`src/rtl/core/pva_pkg.sv`:
```
// ----------------------------------------------------------------------------
// pva_pkg
// Types and constants shared by the voice allocator modules and interfaces.
// ----------------------------------------------------------------------------
package pva_pkg;

  localparam int unsigned ACTION_W     = 2;
  localparam int unsigned SOUND_W      = 16;
  localparam int unsigned PRIO_W       = 8;
  localparam int unsigned AGE_W        = 32;
  localparam int unsigned TOTAL_W      = 32;
  localparam int unsigned SLOT_FIELD_W = 4;
  localparam int unsigned LIVE_FIELD_W = 5;

  typedef enum logic [ACTION_W-1:0] {
    ACT_START    = 2'd0,
    ACT_STOP     = 2'd1,
    ACT_STOP_ALL = 2'd2,
    ACT_FINISH   = 2'd3
  } action_e;

  typedef struct packed {
    logic [SOUND_W-1:0] sound;
    logic [PRIO_W-1:0]  prio;
    logic [AGE_W-1:0]   age;
  } pva_entry_t;

  typedef struct packed {
    logic capture;
    logic commit;
    logic publish;
  } pva_cmd_t;

  typedef struct packed {
    logic scan_done;
    logic out_free;
  } pva_sts_t;

endpackage

```
`src/rtl/core/pva_req_if.sv`:
```
// ----------------------------------------------------------------------------
// pva_req_if
// Request channel: one voice event item with valid/ready handshake.
// ----------------------------------------------------------------------------
interface pva_req_if;
  import pva_pkg::*;

  logic                valid;
  logic                ready;
  action_e             action;
  logic [SOUND_W-1:0]  sound_id;
  logic [PRIO_W-1:0]   priority_req;
  logic                playable;
  logic                music_duck;
  logic [SLOT_FIELD_W-1:0] slot;

  modport source (
    output valid, action, sound_id, priority_req, playable, music_duck, slot,
    input  ready
  );

  modport sink (
    input  valid, action, sound_id, priority_req, playable, music_duck, slot,
    output ready
  );
endinterface

```
`src/rtl/core/pva_rsp_if.sv`:
```
// ----------------------------------------------------------------------------
// pva_rsp_if
// Result channel: one allocation result item with valid/ready handshake.
// ----------------------------------------------------------------------------
interface pva_rsp_if;
  import pva_pkg::*;

  logic                    valid;
  logic                    ready;
  logic                    granted;
  logic [SLOT_FIELD_W-1:0] granted_slot;
  logic                    stole;
  logic [LIVE_FIELD_W-1:0] live_count;
  logic                    any_ducking;
  logic [TOTAL_W-1:0]      drop_total;
  logic [TOTAL_W-1:0]      steal_total;

  modport source (
    output valid, granted, granted_slot, stole, live_count, any_ducking,
           drop_total, steal_total,
    input  ready
  );

  modport sink (
    input  valid, granted, granted_slot, stole, live_count, any_ducking,
           drop_total, steal_total,
    output ready
  );
endinterface

```
`src/rtl/core/pva_ctrl.sv`:
```
// ----------------------------------------------------------------------------
// pva_ctrl
// Sequencer: accept an item, run the slot scan, commit, publish the result.
// ----------------------------------------------------------------------------
module pva_ctrl (
  input  logic              clk_i,
  input  logic              rst_ni,
  input  logic              req_valid_i,
  output logic              req_ready_o,
  input  pva_pkg::pva_sts_t sts_i,
  output pva_pkg::pva_cmd_t cmd_o
);
  import pva_pkg::*;

  typedef enum logic [1:0] {
    S_IDLE,
    S_SCAN,
    S_COMMIT,
    S_DONE
  } state_e;

  state_e state_q;
  logic   ready_q;
  logic   accept;

  assign accept      = (state_q == S_IDLE) && ready_q && req_valid_i;
  assign req_ready_o = ready_q;

  always_comb begin
    cmd_o         = '0;
    cmd_o.capture = accept;
    cmd_o.commit  = (state_q == S_COMMIT);
    cmd_o.publish = (state_q == S_DONE) && sts_i.out_free;
  end

  always_ff @(posedge clk_i or negedge rst_ni) begin
    if (!rst_ni) begin
      state_q <= S_IDLE;
      ready_q <= 1'b0;
    end else begin
      case (state_q)
        S_IDLE: begin
          if (accept) begin
            state_q <= S_SCAN;
            ready_q <= 1'b0;
          end else begin
            ready_q <= 1'b1;
          end
        end
        S_SCAN: begin
          if (sts_i.scan_done) begin
            state_q <= S_COMMIT;
          end
        end
        S_COMMIT: begin
          state_q <= S_DONE;
        end
        S_DONE: begin
          if (sts_i.out_free) begin
            state_q <= S_IDLE;
            ready_q <= 1'b1;
          end
        end
        default: begin
          state_q <= S_IDLE;
          ready_q <= 1'b0;
        end
      endcase
    end
  end

endmodule

```
`src/rtl/core/pva_datapath.sv`:
```
// ----------------------------------------------------------------------------
// pva_datapath
// Slot table, scan pipeline, steal selection, counters and result register.
// ----------------------------------------------------------------------------
module pva_datapath #(
  parameter int unsigned VOICE_SLOTS = 16
) (
  input  logic                              clk_i,
  input  logic                              rst_ni,
  input  pva_pkg::pva_cmd_t                 cmd_i,
  output pva_pkg::pva_sts_t                 sts_o,
  input  pva_pkg::action_e                  req_action_i,
  input  logic [pva_pkg::SOUND_W-1:0]       req_sound_id_i,
  input  logic [pva_pkg::PRIO_W-1:0]        req_priority_i,
  input  logic                              req_playable_i,
  input  logic                              req_music_duck_i,
  input  logic [pva_pkg::SLOT_FIELD_W-1:0]  req_slot_i,
  input  logic                              rsp_ready_i,
  output logic                              rsp_valid_o,
  output logic                              rsp_granted_o,
  output logic [pva_pkg::SLOT_FIELD_W-1:0]  rsp_granted_slot_o,
  output logic                              rsp_stole_o,
  output logic [pva_pkg::LIVE_FIELD_W-1:0]  rsp_live_count_o,
  output logic                              rsp_any_ducking_o,
  output logic [pva_pkg::TOTAL_W-1:0]       rsp_drop_total_o,
  output logic [pva_pkg::TOTAL_W-1:0]       rsp_steal_total_o
);
  import pva_pkg::*;

  localparam int unsigned AW = (VOICE_SLOTS > 1) ? $clog2(VOICE_SLOTS) : 1;
  localparam int unsigned CW = $clog2(VOICE_SLOTS + 1);
  localparam logic [AW-1:0] LAST_IDX = AW'(VOICE_SLOTS - 1);

  // captured item
  action_e               act_q;
  logic [SOUND_W-1:0]    sound_q;
  logic [PRIO_W-1:0]     prio_q;
  logic                  play_q;
  logic                  duck_in_q;
  logic [SLOT_FIELD_W-1:0] fin_q;

  // per-slot flags
  logic [VOICE_SLOTS-1:0] live_q, live_d;
  logic [VOICE_SLOTS-1:0] fading_q, fading_d;
  logic [VOICE_SLOTS-1:0] ducks_q, ducks_d;

  // slot table
  pva_entry_t mem_q [VOICE_SLOTS];
  pva_entry_t rd_q;
  logic       mem_we;
  logic [AW-1:0] mem_wa;
  pva_entry_t mem_wd;

  // scan pipeline
  logic          issue_q;
  logic [AW-1:0] idx_q;
  logic          proc_v_q;
  logic [AW-1:0] proc_idx_q;

  // selection
  logic              free_found_q, free_found_d;
  logic [AW-1:0]     free_idx_q, free_idx_d;
  logic              best_found_q, best_found_d;
  logic [AW-1:0]     best_idx_q, best_idx_d;
  logic [PRIO_W-1:0] best_prio_q, best_prio_d;
  logic [AGE_W-1:0]  best_age_q, best_age_d;

  // counters
  logic [CW-1:0]      live_cnt_q, live_cnt_d;
  logic [CW-1:0]      duck_cnt_q, duck_cnt_d;
  logic [AGE_W-1:0]   start_cnt_q, start_cnt_d;
  logic [TOTAL_W-1:0] drop_cnt_q, drop_cnt_d;
  logic [TOTAL_W-1:0] steal_cnt_q, steal_cnt_d;

  // per-item result
  logic          res_granted_q, res_granted_d;
  logic [AW-1:0] res_slot_q, res_slot_d;
  logic          res_stole_q, res_stole_d;

  // result register
  logic                    rsp_valid_q;
  logic                    rsp_granted_q;
  logic [SLOT_FIELD_W-1:0] rsp_slot_q;
  logic                    rsp_stole_q;
  logic [LIVE_FIELD_W-1:0] rsp_live_q;
  logic                    rsp_duck_q;
  logic [TOTAL_W-1:0]      rsp_drop_q;
  logic [TOTAL_W-1:0]      rsp_steal_q;

  logic          p_live, p_fade, p_duck;
  logic          cand, stop_hit;
  logic [AW-1:0] grant_idx;
  logic          grant_ok, grant_old_duck;
  logic          fin_ok;
  logic [AW-1:0] fin_idx;
  logic          fin_duck;

  assign p_live = live_q[proc_idx_q];
  assign p_fade = fading_q[proc_idx_q];
  assign p_duck = ducks_q[proc_idx_q];

  assign cand = (rd_q.prio <= prio_q) &&
                (!best_found_q || (rd_q.prio < best_prio_q) ||
                 ((rd_q.prio == best_prio_q) && (rd_q.age < best_age_q)));
  assign stop_hit = p_live && ((act_q == ACT_STOP_ALL) || (rd_q.sound == sound_q));

  assign grant_idx      = free_found_q ? free_idx_q : best_idx_q;
  assign grant_ok       = play_q && (free_found_q || best_found_q);
  assign grant_old_duck = live_q[grant_idx] & ~fading_q[grant_idx] & ducks_q[grant_idx];

  assign fin_ok   = (32'(fin_q) < VOICE_SLOTS);
  assign fin_idx  = AW'(fin_q);
  assign fin_duck = live_q[fin_idx] & ~fading_q[fin_idx] & ducks_q[fin_idx];

  assign sts_o.scan_done = proc_v_q && (proc_idx_q == LAST_IDX);
  assign sts_o.out_free  = !rsp_valid_q || rsp_ready_i;

  always_comb begin
    live_d       = live_q;
    fading_d     = fading_q;
    ducks_d      = ducks_q;
    live_cnt_d   = live_cnt_q;
    duck_cnt_d   = duck_cnt_q;
    start_cnt_d  = start_cnt_q;
    drop_cnt_d   = drop_cnt_q;
    steal_cnt_d  = steal_cnt_q;
    free_found_d = free_found_q;
    free_idx_d   = free_idx_q;
    best_found_d = best_found_q;
    best_idx_d   = best_idx_q;
    best_prio_d  = best_prio_q;
    best_age_d   = best_age_q;
    res_granted_d = res_granted_q;
    res_slot_d    = res_slot_q;
    res_stole_d   = res_stole_q;
    mem_we        = 1'b0;
    mem_wa        = grant_idx;
    mem_wd.sound  = sound_q;
    mem_wd.prio   = prio_q;
    mem_wd.age    = start_cnt_q + AGE_W'(1);

    if (cmd_i.capture) begin
      free_found_d = 1'b0;
      best_found_d = 1'b0;
    end

    if (proc_v_q) begin
      case (act_q)
        ACT_START: begin
          if (!p_live && !free_found_q) begin
            free_found_d = 1'b1;
            free_idx_d   = proc_idx_q;
          end
          if (p_live && cand) begin
            best_found_d = 1'b1;
            best_idx_d   = proc_idx_q;
            best_prio_d  = rd_q.prio;
            best_age_d   = rd_q.age;
          end
        end
        ACT_STOP, ACT_STOP_ALL: begin
          if (stop_hit) begin
            fading_d[proc_idx_q] = 1'b1;
            if (!p_fade && p_duck) begin
              duck_cnt_d = duck_cnt_q - CW'(1);
            end
          end
        end
        default: ;
      endcase
    end

    if (cmd_i.commit) begin
      res_granted_d = 1'b0;
      res_slot_d    = '0;
      res_stole_d   = 1'b0;
      case (act_q)
        ACT_START: begin
          if (grant_ok) begin
            mem_we              = 1'b1;
            live_d[grant_idx]   = 1'b1;
            fading_d[grant_idx] = 1'b0;
            ducks_d[grant_idx]  = duck_in_q;
            start_cnt_d         = start_cnt_q + AGE_W'(1);
            duck_cnt_d          = duck_cnt_q - CW'(grant_old_duck) + CW'(duck_in_q);
            if (free_found_q) begin
              live_cnt_d = live_cnt_q + CW'(1);
            end else begin
              steal_cnt_d = steal_cnt_q + TOTAL_W'(1);
              res_stole_d = 1'b1;
            end
            res_granted_d = 1'b1;
            res_slot_d    = grant_idx;
          end else begin
            drop_cnt_d = drop_cnt_q + TOTAL_W'(1);
          end
        end
        ACT_FINISH: begin
          if (fin_ok) begin
            if (live_q[fin_idx]) begin
              live_cnt_d = live_cnt_q - CW'(1);
              duck_cnt_d = duck_cnt_q - CW'(fin_duck);
            end
            live_d[fin_idx]   = 1'b0;
            fading_d[fin_idx] = 1'b0;
            ducks_d[fin_idx]  = 1'b0;
          end
        end
        default: ;
      endcase
    end
  end

  // slot table, one read and one write port, registered read
  always_ff @(posedge clk_i) begin
    if (issue_q) begin
      rd_q <= mem_q[idx_q];
    end
    if (mem_we) begin
      mem_q[mem_wa] <= mem_wd;
    end
  end

  // item and selection payload
  always_ff @(posedge clk_i) begin
    if (cmd_i.capture) begin
      act_q     <= req_action_i;
      sound_q   <= req_sound_id_i;
      prio_q    <= req_priority_i;
      play_q    <= req_playable_i;
      duck_in_q <= req_music_duck_i;
      fin_q     <= req_slot_i;
    end
    free_idx_q    <= free_idx_d;
    best_idx_q    <= best_idx_d;
    best_prio_q   <= best_prio_d;
    best_age_q    <= best_age_d;
    res_granted_q <= res_granted_d;
    res_slot_q    <= res_slot_d;
    res_stole_q   <= res_stole_d;
    proc_idx_q    <= idx_q;
    if (cmd_i.publish) begin
      rsp_granted_q <= res_granted_q;
      rsp_slot_q    <= SLOT_FIELD_W'(res_slot_q);
      rsp_stole_q   <= res_stole_q;
      rsp_live_q    <= LIVE_FIELD_W'(live_cnt_q);
      rsp_duck_q    <= (duck_cnt_q != '0);
      rsp_drop_q    <= drop_cnt_q;
      rsp_steal_q   <= steal_cnt_q;
    end
  end

  always_ff @(posedge clk_i or negedge rst_ni) begin
    if (!rst_ni) begin
      live_q       <= '0;
      fading_q     <= '0;
      ducks_q      <= '0;
      live_cnt_q   <= '0;
      duck_cnt_q   <= '0;
      start_cnt_q  <= '0;
      drop_cnt_q   <= '0;
      steal_cnt_q  <= '0;
      free_found_q <= 1'b0;
      best_found_q <= 1'b0;
      issue_q      <= 1'b0;
      idx_q        <= '0;
      proc_v_q     <= 1'b0;
      rsp_valid_q  <= 1'b0;
    end else begin
      live_q       <= live_d;
      fading_q     <= fading_d;
      ducks_q      <= ducks_d;
      live_cnt_q   <= live_cnt_d;
      duck_cnt_q   <= duck_cnt_d;
      start_cnt_q  <= start_cnt_d;
      drop_cnt_q   <= drop_cnt_d;
      steal_cnt_q  <= steal_cnt_d;
      free_found_q <= free_found_d;
      best_found_q <= best_found_d;
      proc_v_q     <= issue_q;
      if (cmd_i.capture) begin
        issue_q <= 1'b1;
        idx_q   <= '0;
      end else if (issue_q) begin
        idx_q <= idx_q + AW'(1);
        if (idx_q == LAST_IDX) begin
          issue_q <= 1'b0;
        end
      end
      if (cmd_i.publish) begin
        rsp_valid_q <= 1'b1;
      end else if (rsp_ready_i) begin
        rsp_valid_q <= 1'b0;
      end
    end
  end

  assign rsp_valid_o        = rsp_valid_q;
  assign rsp_granted_o      = rsp_granted_q;
  assign rsp_granted_slot_o = rsp_slot_q;
  assign rsp_stole_o        = rsp_stole_q;
  assign rsp_live_count_o   = rsp_live_q;
  assign rsp_any_ducking_o  = rsp_duck_q;
  assign rsp_drop_total_o   = rsp_drop_q;
  assign rsp_steal_total_o  = rsp_steal_q;

endmodule

```
`src/rtl/core/priority_voice_allocator_top.sv`:
```
// ----------------------------------------------------------------------------
// priority_voice_allocator_top
// Voice slot allocator with priority-based stealing, one result per event.
// ----------------------------------------------------------------------------
// For each event item, between acceptance and the result showing on rsp_o,
// the slot table is read one entry per cycle through its single read port
// to find the first free slot, the steal victim or the voices to fade,
// followed by a commit step and a publish step that waits for the output
// register to be free. The next item is accepted only after the publish,
// while the previous result may still wait in the output register.
// ----------------------------------------------------------------------------
module priority_voice_allocator_top #(
  parameter int unsigned VOICE_SLOTS = 16
) (
  input  logic     clk_i,
  input  logic     rst_ni,
  pva_req_if.sink  req_i,
  pva_rsp_if.source rsp_o
);
  import pva_pkg::*;

  pva_cmd_t cmd;
  pva_sts_t sts;

  pva_ctrl u_ctrl (
    .clk_i       (clk_i),
    .rst_ni      (rst_ni),
    .req_valid_i (req_i.valid),
    .req_ready_o (req_i.ready),
    .sts_i       (sts),
    .cmd_o       (cmd)
  );

  pva_datapath #(
    .VOICE_SLOTS (VOICE_SLOTS)
  ) u_dp (
    .clk_i              (clk_i),
    .rst_ni             (rst_ni),
    .cmd_i              (cmd),
    .sts_o              (sts),
    .req_action_i       (req_i.action),
    .req_sound_id_i     (req_i.sound_id),
    .req_priority_i     (req_i.priority_req),
    .req_playable_i     (req_i.playable),
    .req_music_duck_i   (req_i.music_duck),
    .req_slot_i         (req_i.slot),
    .rsp_ready_i        (rsp_o.ready),
    .rsp_valid_o        (rsp_o.valid),
    .rsp_granted_o      (rsp_o.granted),
    .rsp_granted_slot_o (rsp_o.granted_slot),
    .rsp_stole_o        (rsp_o.stole),
    .rsp_live_count_o   (rsp_o.live_count),
    .rsp_any_ducking_o  (rsp_o.any_ducking),
    .rsp_drop_total_o   (rsp_o.drop_total),
    .rsp_steal_total_o  (rsp_o.steal_total)
  );

endmodule

```
`src/flat_wrapper.sv`:
```
// flat-port wrapper written by rule: the top's interface ports become plain ports
module priority_voice_allocator_top_flat import pva_pkg::*;
#(
  parameter int unsigned VOICE_SLOTS = 16
)
  (clk_i, rst_ni, req_i_valid, req_i_action, req_i_sound_id, req_i_priority_req, req_i_playable, req_i_music_duck, req_i_slot, req_i_ready, rsp_o_valid, rsp_o_granted, rsp_o_granted_slot, rsp_o_stole, rsp_o_live_count, rsp_o_any_ducking, rsp_o_drop_total, rsp_o_steal_total, rsp_o_ready);
  pva_req_if req_i_i ();
  pva_rsp_if rsp_o_i ();
  input  logic clk_i;
  input  logic rst_ni;
  input wire logic [$bits(req_i_i.valid)-1:0] req_i_valid;
  input wire logic [$bits(req_i_i.action)-1:0] req_i_action;
  input wire logic [$bits(req_i_i.sound_id)-1:0] req_i_sound_id;
  input wire logic [$bits(req_i_i.priority_req)-1:0] req_i_priority_req;
  input wire logic [$bits(req_i_i.playable)-1:0] req_i_playable;
  input wire logic [$bits(req_i_i.music_duck)-1:0] req_i_music_duck;
  input wire logic [$bits(req_i_i.slot)-1:0] req_i_slot;
  output wire logic [$bits(req_i_i.ready)-1:0] req_i_ready;
  output wire logic [$bits(rsp_o_i.valid)-1:0] rsp_o_valid;
  output wire logic [$bits(rsp_o_i.granted)-1:0] rsp_o_granted;
  output wire logic [$bits(rsp_o_i.granted_slot)-1:0] rsp_o_granted_slot;
  output wire logic [$bits(rsp_o_i.stole)-1:0] rsp_o_stole;
  output wire logic [$bits(rsp_o_i.live_count)-1:0] rsp_o_live_count;
  output wire logic [$bits(rsp_o_i.any_ducking)-1:0] rsp_o_any_ducking;
  output wire logic [$bits(rsp_o_i.drop_total)-1:0] rsp_o_drop_total;
  output wire logic [$bits(rsp_o_i.steal_total)-1:0] rsp_o_steal_total;
  input wire logic [$bits(rsp_o_i.ready)-1:0] rsp_o_ready;
  assign req_i_i.valid = req_i_valid;
  assign req_i_i.action = req_i_action;
  assign req_i_i.sound_id = req_i_sound_id;
  assign req_i_i.priority_req = req_i_priority_req;
  assign req_i_i.playable = req_i_playable;
  assign req_i_i.music_duck = req_i_music_duck;
  assign req_i_i.slot = req_i_slot;
  assign req_i_ready = req_i_i.ready;
  assign rsp_o_valid = rsp_o_i.valid;
  assign rsp_o_granted = rsp_o_i.granted;
  assign rsp_o_granted_slot = rsp_o_i.granted_slot;
  assign rsp_o_stole = rsp_o_i.stole;
  assign rsp_o_live_count = rsp_o_i.live_count;
  assign rsp_o_any_ducking = rsp_o_i.any_ducking;
  assign rsp_o_drop_total = rsp_o_i.drop_total;
  assign rsp_o_steal_total = rsp_o_i.steal_total;
  assign rsp_o_i.ready = rsp_o_ready;
  priority_voice_allocator_top #(.VOICE_SLOTS(VOICE_SLOTS)) u_core (.clk_i(clk_i), .rst_ni(rst_ni), .req_i(req_i_i), .rsp_o(rsp_o_i));
endmodule
```
`config.mk`:
```
export PLATFORM = sky130hd
export DESIGN_NAME = priority_voice_allocator_top_flat
export DESIGN_NICKNAME = d
export VERILOG_FILES = /design/src/rtl/core/pva_pkg.sv /design/src/rtl/core/pva_req_if.sv /design/src/rtl/core/pva_rsp_if.sv /design/src/rtl/core/pva_ctrl.sv /design/src/rtl/core/pva_datapath.sv /design/src/rtl/core/priority_voice_allocator_top.sv /design/src/flat_wrapper.sv
export SDC_FILE = /design/constraint.sdc
export NUM_CORES = 1
export LEC_CHECK = 0
export ABC_AREA = 1
export BUFFER_PORTS_ARGS = -buffer_cell sky130_fd_sc_hd__buf_2
export CAP_MARGIN = 5
export CORE_ASPECT_RATIO = 0.9
export CORE_MARGIN = 2
export CORE_UTILIZATION = 48
export DETAILED_ROUTE_END_ITERATION = 7
export GPL_TIMING_DRIVEN = 0
export HOLD_SLACK_MARGIN = 0.03
export PLACE_DENSITY_LB_ADDON = 0.08
export SLEW_MARGIN = 10
export SYNTH_ARGS = -nofsm -noshare
export SYNTH_HDL_FRONTEND = slang
export SYNTH_SLANG_ARGS = --single-unit
```
`constraint.sdc`:
```
create_clock -name clk_i -period 4.6 [get_ports clk_i]
set_input_delay 0.92 -clock clk_i [delete_from_list [all_inputs] [get_ports clk_i]]
set_output_delay 0.92 -clock clk_i [all_outputs]
set_load 0.02 [all_outputs]
```
==> results.md, run 1 <==
- Status: complete, but fails checks
- Violated checks: DRC
- Placement Cell Area: 0.0576 mm²
- Synth cell types: 56
- Core Rows: 116
- Starting Density: 48.3%
- Peak supply drop: 0.393 mV
- Final setup margin: 594 ps
- Post-synth ARST share: 12.9%
- Final period util: 87.1%
- Chip height: 321 µm
- Ys Warns: 0
- TNS Setup: 0 ps
- WL/cell: 26.4 µm
- P_leak: 22.3 nW
- Unrepaired setup endpoints after global routing: no
- Post-Syn Area: 0.0535 mm²
- Synthesized flop and latch total: 1,284
- Fmax: 250 MHz
- CTS HTree Levels: 4
- Post-cts hold buffer count: 0
- CP Launch Type: register
- Post-DP HPWL: 112,000 µm
- Vias: 36,588
- CTS root buffer: clkbuf_16
- Crit path kind: reg -> reg
- Clk buf depth: 3
- Pre-CTS setup slack: 636 ps
- Number of instances in the placed design: 6,027
- Layout overhead on the synthesized area: 15.8%
- Post-synthesis average cell area: 12.2 µm²
- Worst setup EP type: register
- Layout cells sized above 1: 11.8%
- Ports: 114
- Min-delay worst type: in -> async
- Tmin final: 4010 ps
- Placer Congestion: 0.930
- Skew final: 36.3 ps
- IO Port Bufs: 113
- Number of vias per cell: 5.83
- Syn_nets: 4,484
- Slew HR: 7.39%
- Total grt overflow: 0
- CTS Buf Count: 134
- Worst Max-Slew Pin Slew: 1390 ps
- Final count of hold timing violations: 0
- Synth Flop Type: edfxtp_1
- Antenna fix cells: 0
- Final Cell Area: 0.0620 mm²
- Fin cells: 6,271
- Largest net degree at the start of global routing: 91
- Post-synth EDFFs: 1,114
- Synthesized instance count: 4,375
- Post-CTS Setup Bufs: 0
- Worst-path maximum fanout: 10
- CP arrival: 4660 ps
- First-pass GRT wire length: 239,000 µm
- Initial DRC count: 4,670
- Area of the die: 0.114 mm²
- Core area: 0.111 mm²
- Final setup fails: 0
- Pre-antenna DRT Iters: 8
- Max cap viols: 0
- Worst-Skew Late Latency: 770 ps
- Initial antenna violation count: 7
- Req. time, crit path: 5250 ps
- Overall fraction of global-route tracks in use: 28.9%
- Nets: 4,797
- Clock Sinks: 1,284
- Die Width: 356 µm
- Cell Pwr Density: 617 mW/mm²
- Antenna-violating nets left: 0
- DRC viols: 1
- Reg clk slew, reported paths: 60 ps
- Post-synthesis sequential area ratio: 70.4%
- Final Max Tran Viols: 0
- Post-Route WL: 166,000 µm
- CTS tree: done
- CTS resizes: 0
- Vias in the first global route: 35,082
- Post-Route Utilization: 55.9%
area by class of cell:
| type | instances | area (µm²) |
|---|---|---|
| flip-flops and latches | 1284 | 37700 |
| multi-input cells | 2553 | 14000 |
| clock buffers | 180 | 3780 |
| repair buffers | 177 | 1990 |
| well taps | 1475 | 1850 |
| fillers | 9383 | 48900 |
| clock inverters | 64 | 539 |
| inverters | 315 | 1190 |
| plain buffers | 223 | 963 |
synth_stat cells, types with 6 or more instances:
| cell type | n | share of area (%) |
|---|---|---|
| nand2_2 | 15 | 0.18 |
| nor2_2 | 23 | 0.27 |
| o211ai_1 | 65 | 0.91 |
| o21ai_1 | 16 | 0.15 |
| xor2_1 | 68 | 1.1 |
| inv_1 | 295 | 2.1 |
| ha_1 | 71 | 1.7 |
| buf_6 | 8 | 0.17 |
| o21ai_0 | 516 | 4.8 |
| a211oi_1 | 17 | 0.24 |
| inv_2 | 16 | 0.11 |
| a21oi_1 | 82 | 0.77 |
| buf_2 | 36 | 0.34 |
| xnor2_1 | 28 | 0.46 |
| clkbuf_1 | 161 | 1.1 |
| nand2_1 | 511 | 3.6 |
| buf_1 | 13 | 0.091 |
| dfrtp_1 | 166 | 7.8 |
| nor4_1 | 6 | 0.070 |
| nand3_1 | 102 | 0.95 |
| nand4_1 | 36 | 0.42 |
| edfxtp_1 | 1114 | 62 |
| nor3_1 | 36 | 0.34 |
| o22ai_1 | 114 | 1.3 |
| nor2_4 | 12 | 0.25 |
| o221ai_1 | 162 | 2.6 |
| nor2_1 | 620 | 4.3 |
cell families after synthesis:
kind of cell             count (synthesis)  share of synthesized area (%)
flip-flops                            1284                           70.4
AO/OA/AOI/OAI                          992                           11.2
XOR/XNOR                                98                           1.63
AND/OR/NAND/NOR                       1390                           11.1
adder cells (fa/ha/maj)                 73                           1.73
buffers and inverters                  538                           4.01
flip-flops by register name, indices dropped and copies added, names as in the netlist, 5 cells and up:
register                       count
u_core.u_dp.prio_q                 8
u_core.u_dp.start_cnt_q           32
u_core.u_dp.rsp_drop_total_o      32
u_core.u_dp.sound_q               16
u_core.u_dp.duck_cnt_q             5
u_core.u_dp.live_cnt_q             5
u_core.u_dp.ducks_q               16
u_core.u_dp.mem_q                896
u_core.u_dp.rsp_steal_total_o     32
u_core.u_dp.fading_q              16
u_core.u_dp.rsp_live_count_o       5
u_core.u_dp.best_prio_q            8
u_core.u_dp.rd_q                  56
u_core.u_dp.drop_cnt_q            32
u_core.u_dp.steal_cnt_q           32
u_core.u_dp.live_q                16
u_core.u_dp.best_age_q            32
critical path: stages, from the launching register on:
cell and delay (ps):
dfrtp_1 420, buf_6 170, nor2_1 180, nor2_4 80, nor2_4 320, inv_2 210
o22ai_1 190, o21ai_0 140, nand4_1 150, nand2_1 60, nor2_1 250, ha_1 280
inv_1 60, ha_1 160, inv_1 60, fa_1 420, o31ai_1 350, xnor2_1 160
o22ai_1 90, nand2_1 70, nand2_1 50
where the power goes:
group	leakage [nW]	internal (mW)	switching, mW	total, mW
clock network	2.12	6.18	4.57	10.8
logic	7.90	3.26	9.42	12.7
registers	12.3	14.2	0.683	14.8
worst paths after layout:
check,from,endpoint,slack [ps],cells past startpoint
min in group clk_i,req_i_music_duck,u_core.u_dp.duck_in_q,330,1
max in group asynchronous,rst_ni,u_core.u_dp.start_cnt_q[6],3420,2
min,rst_ni,u_core.u_dp.drop_cnt_q[6],160,1
max,u_core.u_dp.free_found_q,u_core.u_dp.duck_cnt_q[4],590,20
min reg2reg,u_core.u_dp.res_slot_q[3],u_core.u_dp.rsp_granted_slot_o[3],420,0
max reg2reg,u_core.u_dp.free_found_q,u_core.u_dp.duck_cnt_q[4],590,20
per-stage QoR:
stage / total power, mW / hold slack (ps)
2_1_floorplan: 22.0 / 345
3_3_place_gp: 27.3 / 404
3_5_place_dp: 27.5 / 407
4_1_cts: 38.2 / 154
5_1_grt: 39.9 / 208
6_report: 38.3 / 160
cells in the final DEF (no fill, tap or decap), drive strengths merged:
cell type / instances
nor2: 656
a21oi: 82
and3: 1
nand3: 106
nor4b: 1
dfxtp: 4
fa: 2
bufinv: 7
o22ai: 114
o221ai: 162
o31ai: 2
nand4: 39
a22oi: 5
o21ai: 536
nand2: 530
clkinvlp: 4
edfxtp: 1114
nor3: 43
inv: 320
xor2: 69
o211ai: 65
a31oi: 3
ha: 71
dfrtp: 166
clkinv: 48
buf: 238
clkbuf: 342
or2: 1
nor3b: 1
xnor2: 29
o21ba: 1
a211oi: 17
nand3b: 4
o21bai: 1
o2111ai: 4
nor4: 8
per-layer routing:
metal,GRT usage [%],vias to the layer above,part of all wire [%]
li1,-,16416,-
met1,42.0,18092,43
met2,44.6,1764,45
met3,5.20,312,9.0
met4,8.81,4,2.7
met5,0,-,0.018
(Power assumes the default switching activity.)
==> inputs of run 2 (changes only) <==
ABC_AREA = default   (was 1)
RECOVER_POWER = 100   (was default)
==> results.md, run 2 <==
- CP arrival: 4910 ps
- Largest net degree at the start of global routing: 89
- Post-DP HPWL: 81,200 µm
- Most common cell after layout, fill and taps aside: edfxtp_1
- CTS Buf Count: 135
- Total grt overflow: 0
- Yosys top cell area share: 65.1%
- DRC viols: 0
- Nets: 3,116
- Placer Congestion: 0.899
- Synthesized flop and latch total: 1,284
- Final Max Tran Viols: 198
- Synth Flop Type: edfxtp_1
- Overall fraction of global-route tracks in use: 23.4%
- Status: complete, but fails checks
- Antenna-violating nets left: 0
- Post-Route WL: 126,000 µm
- Initial antenna violation count: 0
- Pre-antenna DRT Iters: 5
- Post-synth top area cell: edfxtp_1
- Buf+Inv Stages, Crit Path: 4
- Antenna fix cells: 0
- Max stage delay on crit path: 1240 ps
- Fill count: 8,098
- Synth cell types: 74
- Synthesized instance count: 2,696
- Slew HR: -63.5%
- Worst Max-Slew Pin Slew: 2450 ps
- Worst-path maximum fanout: 16
- Final period util: 97.0%
- Final count of hold timing violations: 0
- Ranking of synthesized cells by area: edfxtp_1, mux4_2, dfrtp_1
- Worst-Skew Late Latency: 760 ps
- Tmin final: 4460 ps
- Req. time, crit path: 5040 ps
- Die Width: 349 µm
- Switching Fraction: 28.8%
- Peak supply drop: 0.377 mV
- Min-delay worst type: in -> reg
- CP Launch Type: register
- Commonest cells after routing, fill and taps aside: edfxtp_1, mux4_2, clkbuf_1, dfrtp_1, nand2_1
- Layout overhead on the synthesized area: 14.9%
- First-pass GRT wire length: 184,000 µm
- Number of instances in the placed design: 4,248
- Worst setup EP type: register
- Cell Pwr Density: 551 mW/mm²
- Syn_nets: 2,805
- Skew final: 32.2 ps
- CTS HTree Levels: 4
- Starting Density: 48.6%
- Logic pwr share: 22.3%
- Clk buf depth: 3
- CP top delay family: simple AND/OR/NAND/NOR gates
- Critical Path, Cell by Cell: inv_1 -> ha_1 -> nand3_1 -> clkbuf_1 -> nor2_2 -> buf_12 -> buf_12
- P_leak: 21.2 nW
- Max cap viols: 6
- Crit path kind: reg -> reg
- Post-synthesis sequential area ratio: 73.4%
- Sw power: 9.36 mW
- Post-synth EDFFs: 1,114
- Reg with most FFs: u_core.u_dp.mem_q
- Post-synthesis average cell area: 19.1 µm²
- Fmax: 224 MHz
- Core Rows: 113
- Chip height: 314 µm
- Area of the die: 0.110 mm²
- Cell types with the highest counts after synthesis: edfxtp_1, mux4_2, dfrtp_1
- WL/cell: 28.1 µm
- Most used cell, CP: buf_12
- Ys Warns: 0
- Post-synth ARST share: 12.9%
- Vias in the first global route: 27,182
- P_int: 23.2 mW
- PnR Total Power: 32.5 mW
- Unrepaired setup endpoints after global routing: no
- Power share of the sequential group: 44.6%
- Count leader, synth: edfxtp_1
- IO Port Bufs: 113
- Top Registers: u_core.u_dp.mem_q: 896 flops, u_core.u_dp.rd_q: 56 flops
- CP max stage cell: nor2_2
- Post-cts hold buffer count: 0
- Violated checks: capacitance limit, slew limit
- CTS root buffer: clkbuf_16
- Layout cells sized above 1: 20.6%
- Final setup fails: 0
- CTS tree: done
- Ports: 114
- Reg clk slew, reported paths: 60 ps
- Core area: 0.106 mm²
- Clock Sinks: 1,284
- Clock share of power: 33.1%
- Vias: 26,673
- Post-Syn Area: 0.0514 mm²
- Max FFs per register: 896
- Fin cells: 4,491
- Number of vias per cell: 5.94
- Initial DRC count: 2,509
-- run 2: cell count changes in the layout (fill, tap and decap cells not counted), sizes merged, moves of 144 or more --
cell    previous run  this run
nor2             656       102
o21ai            536        47
nand2            530       159
mux4               0       296
inv              320        89
o221ai           162         2
buf              238        94
-- run 2: power by group through the flow --
stage,clock network [mW],logic [mW],registers (mW)
finish,10.8,7.25,14.5
global route,11.5,7.82,14.6
CTS,11.0,7.45,14.5
detailed placement,0,7.41,14.7
global placement,0,7.17,14.8
floorplan,0,4.83,14.6
-- run 2: timing repair --
action	4_1_cts	5_1_grt
pin swaps	1	1
endpoints found under the setup margin	13	62
resized for setup	6	10
endpoints found under the hold margin	0	0
buffers inserted	1	2
-- run 2: logic make-up (layout without fill, tap and decap cells) --
family / count (synthesis) / after routing / synth area share, %
DFF: 1284 / 1284 / 73.4
muxes: 326 / 326 / 13.6
AOI/OAI and AO/OA: 220 / 220 / 2.82
xor gates and xnor gates: 152 / 152 / 2.59
buffers and inverters: 186 / 601 / 1.45
and+or+nand+nor: 455 / 455 / 4.34
adders and majority gates: 73 / 73 / 1.81
-- run 2: per-layer routing --
layer	track usage (%)	vias up	routed length, µm
li1	-	11406	-
met1	34.1	14163	56000
met2	36.1	913	59100
met3	4.26	191	7560
met4	7.81	0	3440
met5	0	-	0
-- run 2: worst paths after layout --
check | startpoint | endpoint | depth (start not counted) | slack (ps)
worst max register to register | u_core.u_ctrl.state_q[0] | u_core.u_dp.mem_q[14][3] | 7 | 140
worst min-delay path | req_i_sound_id[0] | u_core.u_dp.sound_q[0] | 1 | 350
min in group asynchronous | rst_ni | u_core.u_dp.drop_cnt_q[21] | 1 | 810
worst min register to register | u_core.u_dp.res_stole_q | u_core.u_dp.rsp_stole_o | 0 | 420
worst max-delay path | u_core.u_ctrl.state_q[0] | u_core.u_dp.mem_q[14][3] | 7 | 140
max in group asynchronous | rst_ni | u_core.u_dp.live_cnt_q[4] | 2 | 2290
-- run 2: cell type report --
cell class / instances / area, µm² / share of cell area, %
clock inverter: 57 / 611 / 1.03
sequential: 1284 / 37700 / 63.8
timing repair buffer: 176 / 1480 / 2.51
clock buffer: 184 / 3750 / 6.35
inverter: 82 / 310 / 0.526
multi-input combinational: 1226 / 13000 / 22.1
tap: 1380 / 1730 / 2.93
buffer: 102 / 439 / 0.744
-- run 2: stage by stage --
stage	worst slack (ps)	hold slack (ps)	TNS, ps	instance area [µm²]	util (%)
2_1_floorplan	251	345	0	51400	-
3_3_place_gp	-5010	414	-4315570	53700	50.7
3_5_place_dp	-357	405	-1000	55200	52.2
4_1_cts	18.1	167	0	59600	56.3
5_1_grt	74.2	302	0	59000	55.8
6_report	136	345	0	59000	55.8
